==> src/rtl/core/jse_pkg.sv <==
package jse_pkg;

	localparam int QUEUE_DEPTH = 4;

	localparam logic [7:0] CH_QUOTE  = 8'h22;
	localparam logic [7:0] CH_SLASH  = 8'h2F;
	localparam logic [7:0] CH_BSLASH = 8'h5C;
	localparam logic [7:0] CH_U      = 8'h75;
	localparam logic [7:0] CH_ZERO   = 8'h30;
	localparam logic [7:0] CH_LOWER_A = 8'h61;
	localparam logic [7:0] CH_DEL    = 8'h7F;

	typedef struct packed {
		logic [7:0] data_byte;
		logic       has_byte;
		logic       first_byte;
		logic       last_byte;
	} src_t;

	typedef struct packed {
		logic [7:0] out_byte;
		logic       run_end;
		logic       string_end;
	} dst_t;

	typedef enum logic [1:0] {
		KIND_RAW,
		KIND_SHORT,
		KIND_UNI
	} kind_t;

	// classified request as it sits in the queue; the closing quote is
	// implied by last_idx running past the escape bytes
	typedef struct packed {
		logic       open_q;
		kind_t      kind;
		logic [7:0] ch;       // raw byte, or second char of a short escape
		logic [2:0] esc_len;  // 0, 1, 2 or 6
		logic [2:0] last_idx; // index of the final output byte
	} desc_t;

	function automatic logic [7:0] hex_char(input logic [3:0] nib);
		if (nib < 4'd10) begin
			return CH_ZERO + {4'd0, nib};
		end
		return CH_LOWER_A + {4'd0, nib} - 8'd10;
	endfunction

endpackage

==> src/rtl/core/jse_front.sv <==
module jse_front (
	input  logic           src_valid,
	output logic           src_ready,
	input  jse_pkg::src_t  src_data,
	output logic           push,
	output jse_pkg::desc_t push_desc,
	input  logic           full
);

	logic [7:0] short_ch;
	logic [3:0] cnt;

	always_comb begin
		push_desc        = '0;
		short_ch         = 8'h00;
		push_desc.open_q  = src_data.first_byte;
		push_desc.ch      = src_data.data_byte;
		push_desc.kind    = jse_pkg::KIND_RAW;
		push_desc.esc_len = 3'd0;
		case (src_data.data_byte)
			jse_pkg::CH_QUOTE:  short_ch = jse_pkg::CH_QUOTE;
			jse_pkg::CH_SLASH:  short_ch = jse_pkg::CH_SLASH;
			jse_pkg::CH_BSLASH: short_ch = jse_pkg::CH_BSLASH;
			8'd8:               short_ch = 8'h62; // b
			8'd9:               short_ch = 8'h74; // t
			8'd10:              short_ch = 8'h6E; // n
			8'd12:              short_ch = 8'h66; // f
			8'd13:              short_ch = 8'h72; // r
			default:            short_ch = 8'h00;
		endcase
		if (src_data.has_byte) begin
			if (short_ch != 8'h00) begin
				push_desc.kind    = jse_pkg::KIND_SHORT;
				push_desc.ch      = short_ch;
				push_desc.esc_len = 3'd2;
			end else if (src_data.data_byte inside {[8'd1:8'd31], jse_pkg::CH_DEL}) begin
				push_desc.kind    = jse_pkg::KIND_UNI;
				push_desc.esc_len = 3'd6;
			end else begin
				push_desc.esc_len = 3'd1;
			end
		end
		cnt = {3'd0, src_data.first_byte} + {1'b0, push_desc.esc_len}
			+ {3'd0, src_data.last_byte};
		push_desc.last_idx = 3'(cnt - 4'd1);
	end

	assign src_ready = !full;
	// requests that produce no output are taken and dropped
	assign push = src_valid && !full && (push_desc.esc_len != 3'd0
		|| src_data.first_byte || src_data.last_byte);

endmodule

==> src/rtl/core/jse_queue.sv <==
module jse_queue #(
	parameter int DEPTH = jse_pkg::QUEUE_DEPTH
) (
	input  logic           clk,
	input  logic           arst_n,
	input  logic           push,
	input  jse_pkg::desc_t push_desc,
	output logic           full,
	input  logic           pop,
	output logic           head_valid,
	output jse_pkg::desc_t head_desc
);

	localparam int AW = (DEPTH > 1) ? $clog2(DEPTH) : 1;
	localparam int CW = $clog2(DEPTH + 1);

	jse_pkg::desc_t mem [DEPTH];
	logic [AW-1:0]  wr_ptr_q;
	logic [AW-1:0]  rd_ptr_q;
	logic [CW-1:0]  count_q;

	assign full       = count_q == CW'(DEPTH);
	assign head_valid = count_q != '0;
	assign head_desc  = mem[rd_ptr_q];

	always_ff @(posedge clk) begin
		if (push) begin
			mem[wr_ptr_q] <= push_desc;
		end
	end

	always_ff @(posedge clk or negedge arst_n) begin
		if (!arst_n) begin
			wr_ptr_q <= '0;
			rd_ptr_q <= '0;
			count_q  <= '0;
		end else begin
			if (push) begin
				wr_ptr_q <= (wr_ptr_q == AW'(DEPTH - 1)) ? '0 : wr_ptr_q + 1'b1;
			end
			if (pop) begin
				rd_ptr_q <= (rd_ptr_q == AW'(DEPTH - 1)) ? '0 : rd_ptr_q + 1'b1;
			end
			if (push && !pop) begin
				count_q <= count_q + 1'b1;
			end else if (pop && !push) begin
				count_q <= count_q - 1'b1;
			end
		end
	end

endmodule

==> src/rtl/core/jse_back.sv <==
module jse_back (
	input  logic           clk,
	input  logic           arst_n,
	input  logic           head_valid,
	input  jse_pkg::desc_t head_desc,
	output logic           pop,
	output logic           dst_valid,
	input  logic           dst_ready,
	output jse_pkg::dst_t  dst_data
);

	logic [2:0]    pos_q;
	logic [2:0]    j;
	logic          load;
	logic          at_end;
	jse_pkg::dst_t next_res;
	logic [7:0]    esc_ch;
	logic          dst_valid_q;
	jse_pkg::dst_t dst_q;

	assign load   = head_valid && (!dst_valid_q || dst_ready);
	assign at_end = pos_q == head_desc.last_idx;
	assign pop    = load && at_end;
	assign j      = pos_q - {2'd0, head_desc.open_q};

	always_comb begin
		case (head_desc.kind)
			jse_pkg::KIND_SHORT: esc_ch = (j == 3'd0) ? jse_pkg::CH_BSLASH : head_desc.ch;
			jse_pkg::KIND_UNI: begin
				case (j)
					3'd0:    esc_ch = jse_pkg::CH_BSLASH;
					3'd1:    esc_ch = jse_pkg::CH_U;
					3'd4:    esc_ch = jse_pkg::hex_char(head_desc.ch[7:4]);
					3'd5:    esc_ch = jse_pkg::hex_char(head_desc.ch[3:0]);
					default: esc_ch = jse_pkg::CH_ZERO;
				endcase
			end
			default: esc_ch = head_desc.ch;
		endcase
	end

	always_comb begin
		next_res.run_end    = at_end;
		next_res.string_end = 1'b0;
		if (head_desc.open_q && pos_q == 3'd0) begin
			next_res.out_byte = jse_pkg::CH_QUOTE;
		end else if (j < head_desc.esc_len) begin
			next_res.out_byte = esc_ch;
		end else begin
			next_res.out_byte   = jse_pkg::CH_QUOTE;
			next_res.string_end = 1'b1;
		end
	end

	always_ff @(posedge clk or negedge arst_n) begin
		if (!arst_n) begin
			pos_q       <= '0;
			dst_valid_q <= 1'b0;
		end else begin
			if (load) begin
				pos_q       <= at_end ? 3'd0 : pos_q + 3'd1;
				dst_valid_q <= 1'b1;
			end else if (dst_ready) begin
				dst_valid_q <= 1'b0;
			end
		end
	end

	always_ff @(posedge clk) begin
		if (load) begin
			dst_q <= next_res;
		end
	end

	assign dst_valid = dst_valid_q;
	assign dst_data  = dst_q;

endmodule

==> src/rtl/core/json_string_escaper.sv <==
// A taken request is first written to the queue, then loaded into the output register.
// Throughput: one request per cycle while the queue has room; the output side
// emits one byte per cycle unless dst_ready stalls it; a request makes 1 to 8 bytes.
// The queue (QUEUE_DEPTH entries) lets the input run ahead of multi-byte escapes.
// Reset (arst_n low) empties the queue and the output register at once.
module json_string_escaper #(
	parameter int QUEUE_DEPTH = jse_pkg::QUEUE_DEPTH
) (
	input  logic          clk,
	input  logic          arst_n,
	input  logic          src_valid,
	output logic          src_ready,
	input  jse_pkg::src_t src_data,
	output logic          dst_valid,
	input  logic          dst_ready,
	output jse_pkg::dst_t dst_data
);

	logic           push;
	logic           full;
	logic           pop;
	logic           head_valid;
	jse_pkg::desc_t push_desc;
	jse_pkg::desc_t head_desc;

	jse_front u_front (
		.src_valid (src_valid),
		.src_ready (src_ready),
		.src_data  (src_data),
		.push      (push),
		.push_desc (push_desc),
		.full      (full)
	);

	jse_queue #(
		.DEPTH (QUEUE_DEPTH)
	) u_queue (
		.clk        (clk),
		.arst_n     (arst_n),
		.push       (push),
		.push_desc  (push_desc),
		.full       (full),
		.pop        (pop),
		.head_valid (head_valid),
		.head_desc  (head_desc)
	);

	jse_back u_back (
		.clk        (clk),
		.arst_n     (arst_n),
		.head_valid (head_valid),
		.head_desc  (head_desc),
		.pop        (pop),
		.dst_valid  (dst_valid),
		.dst_ready  (dst_ready),
		.dst_data   (dst_data)
	);

endmodule
==> config.mk <==
export PLATFORM = sky130hd
export DESIGN_NAME = json_string_escaper
export DESIGN_NICKNAME = d
export VERILOG_FILES = /design/src/rtl/core/jse_pkg.sv /design/src/rtl/core/jse_front.sv /design/src/rtl/core/jse_queue.sv /design/src/rtl/core/jse_back.sv /design/src/rtl/core/json_string_escaper.sv
export SDC_FILE = /design/constraint.sdc
export NUM_CORES = 1
export LEC_CHECK = 0
export BUFFER_PORTS_ARGS = -buffer_cell sky130_fd_sc_hd__buf_2
export CAP_MARGIN = 20
export CORE_ASPECT_RATIO = 1.4
export CORE_MARGIN = 1.5
export CORE_UTILIZATION = 25
export DETAILED_ROUTE_END_ITERATION = 8
export HOLD_SLACK_MARGIN = 0.12
export PLACE_DENSITY = 0.42
export SYNTH_ARGS = -nofsm -noshare
export SYNTH_HDL_FRONTEND = slang
export SYNTH_HIERARCHICAL = 1
export SYNTH_SLANG_ARGS = --single-unit
==> constraint.sdc <==
create_clock -name clk -period 6.7 [get_ports clk]
set_input_delay 1.34 -clock clk [delete_from_list [all_inputs] [get_ports clk]]
set_output_delay 1.34 -clock clk [all_outputs]
set_load 0.02 [all_outputs]
==> flow_summary.ini <==
[outcome]
run_status = finished, final reports clean

[logic_synthesis]
postSynthNetCount = 360
yosysWarnings = 6
ys_ff_latch = 89
syn_area_um2 = 4516
ys_async_sr_fraction_pct = 12.36
synth_top_area_share_pct = 51.87
synth_cell_types = 65
netlist_instances = 325
avgSynthCellArea_um2 = 13.89
ys_seq_area_share_pct = 57.97
yosys.area.top_type = edfxtp_1
synth_area_leaders = edfxtp_1, dfrtp_1, mux4_1
synth-main-ff-cell = edfxtp_1
synth_edf_count = 78

[worst_setup_path]
cp_cell_sequence = mux4_1 > ha_1 > ha_1 > inv_1 > ha_1 > a21boi_1 > o21ai_1 > nand2b_1 > nand2b_1 > a221o_1
path_class = register to register
slowest_delay_ns = 0.92
crit_family = adder cells
crit_path_frequent_cell = ha_1
crit_path_top_delay_cell = dfrtp_1
worstPathRequired_ns = 6.79
cp.buffers_inverters = 1
end_kind = register
crit_path_start_kind = register
critPathMaxFanout = 19
crit_arrival_ns = 3.67

[timing]
worst-slew-pin-transition_ns = 1.016
relSlewSlack_pct = 32.28
final.setup.tns_ns = 0
finalCritPeriodShare_pct = 53.39
fin_crit_ns = 3.577
slew_viol_final = 0
rsz0062_at_grt = no
setup_viol = 0
hold_viol_final = 0
clock-skew-final_ns = 0.008591
timing.fmax_mhz = 279.6

[placed_design]
dp_cells = 576
hpwl_um = 6382
gp_congestion = 0.8623
portBuffers = 26

[min_path]
min-delay-path-class = register to register

[cells_and_area]
syn2layout_area_growth_pct = 13.69
diodes = 0
nets = 382
multi_input_area_um2 = 1700
nFillCells = 1874
drive_above_1_share_pct = 18.75
fin_util_pct = 28.76
fin_cells = 592
layout.area.seq_um2 = 2618

[floorplan]
die_x_um = 116.6
core_area_um2 = 17850
rows = 58
start_util_pct = 25.29
dieArea_um2 = 18890
io_pins = 27
die_h_um = 162.0

[cts]
cts_resized = 0
worstSkewPairLatency_ns = 0.34
numCtsBuffers = 9
cts_hold_buf = 0
cts_buffer_depth = 2
cts.sinks = 89
clk_pin_slew_ns = 0.07
cts_setup_buffers = 0
cts_tree = yes
root_buffer = clkbuf_16
htreeDepth = 3

[power]
p_per_area_nw_per_um2 = 467.5
p_leak_nw = 1.859
ir_worst_vdd_mv = 0.1481

[global_routing]
grt_max_degree = 21
grt_pass1_vias = 2659
grt_pass1_wl_um = 14560
grtUsageTotal_pct = 10.34
antenna_found_initial = 0
grt_overflow_total = 0

[detailed_routing]
drtIter0Drc = 89
ant_nets = 0
firstDrtPassIters = 4
post_drt_via_cell_ratio = 4.507
wirelength_um = 9194
vias = 2668
drc = 0
wire_per_inst_um = 15.53

[flow_run]
max_cap_violations = 0
[worst register-to-register path, cell delays in order (launching register included)]
cell and delay, ns:
dfrtp_1 0.92, mux4_1 0.45, ha_1 0.22, ha_1 0.45, inv_1 0.08, ha_1 0.26
a21boi_1 0.13, o21ai_1 0.14, nand2b_1 0.07, nand2b_1 0.28, a221o_1 0.33
[per-stage QoR]
step | power (mW) | cell area (um^2) | setup WS (ns) | hold slack (ns)
2_1_floorplan | 1.684 | 4516 | 3.147 | 0.4491
3_3_place_gp | 1.924 | 4842 | 2.922 | 0.4704
3_5_place_dp | 1.942 | 4842 | 2.856 | 0.4816
4_1_cts | 2.441 | 5134 | 3.044 | 0.4939
5_1_grt | 2.590 | 5134 | 2.869 | 0.5258
6_report | 2.400 | 5134 | 3.123 | 0.4973
[synthesized netlist by cell type (8+ instances only)]
| library cell | number |
|---|---|
| nand2_1 | 16 |
| nor2b_1 | 8 |
| ha_1 | 18 |
| dfrtp_1 | 11 |
| mux4_2 | 8 |
| a21oi_1 | 15 |
| nor2_1 | 10 |
| nand2b_1 | 9 |
| inv_1 | 22 |
| edfxtp_1 | 78 |
| mux4_1 | 9 |
| o21ai_0 | 9 |
[final timing paths]
path	from	end	slack [ns]	depth (start not counted)
hold reg to reg	u_queue/count_q[2]	u_queue/count_q[2]	0.50	1
setup reg to reg	u_queue/rd_ptr_q[1]	u_back/dst_data[7]	3.12	10
setup / recovery	u_queue/rd_ptr_q[1]	u_back/dst_data[7]	3.12	10
max in group asynchronous	arst_n	u_queue/rd_ptr_q[1]	5.63	1
min in group asynchronous	arst_n	u_queue/wr_ptr_q[0]	0.86	1
hold / removal	u_queue/count_q[2]	u_queue/count_q[2]	0.50	1
[kinds of logic after synthesis]
logic type | after synthesis | synth area share (%)
compound gates | 57 | 8.313
xor+xnor | 10 | 2.106
mux | 20 | 9.975
fa+ha+maj | 20 | 5.874
flops | 89 | 57.97
simple gates | 90 | 11.39
buf+inv | 39 | 4.378
[routing by layer]
| metal | GRT usage [%] | part of all wire [%] |
|---|---|---|
| met1 | 12.04 | 42 |
| met2 | 18.37 | 54 |
| met3 | 1.679 | 2.2 |
| met4 | 4.765 | 1.8 |
| met5 | 0 | 0 |
[cells in the final DEF (no fill, tap or decap), types with 4 or more instances in the layout]
master / instances
o21ai_1: 4
o21ai_0: 9
buf_2: 26
or3_1: 4
xor2_1: 6
a21o_1: 4
nor2_1: 10
dfrtp_1: 11
mux4_1: 9
nand2b_1: 9
edfxtp_1: 78
ha_1: 18
nand2_1: 16
and2_1: 7
nand3_1: 7
clkbuf_16: 9
a21oi_1: 15
mux4_2: 8
nor2b_1: 8
inv_1: 22
nor3_1: 7
[power by group]
group | internal (mW) | switching (mW) | leakage (nW) | total [mW]
Combinational | 0.431 | 0.622 | 0.863 | 1.05
Sequential | 0.785 | 0.0707 | 0.852 | 0.856
Clock | 0.262 | 0.229 | 0.145 | 0.491
[sequential cells by signal (all words and copies together), names as in the netlist]
register and count:
u_queue/count_q 3, u_queue/mem 68, u_back/pos_q 3, u_queue/wr_ptr_q 2, u_back/dst_data 10, u_queue/rd_ptr_q 2
u_back/dst_valid 1
[area by class of cell]
| type | instances | share of cell area (%) |
|---|---|---|
| clock buffers | 9 | 4.387 |
| repair buffers | 27 | 2.681 |
| flip-flops and latches | 89 | 50.99 |
| inverters | 23 | 1.682 |
| clock inverters | 7 | 1.292 |
| multi-input cells | 197 | 33.12 |
| well taps | 240 | 5.849 |
(Power assumes the default switching activity.)
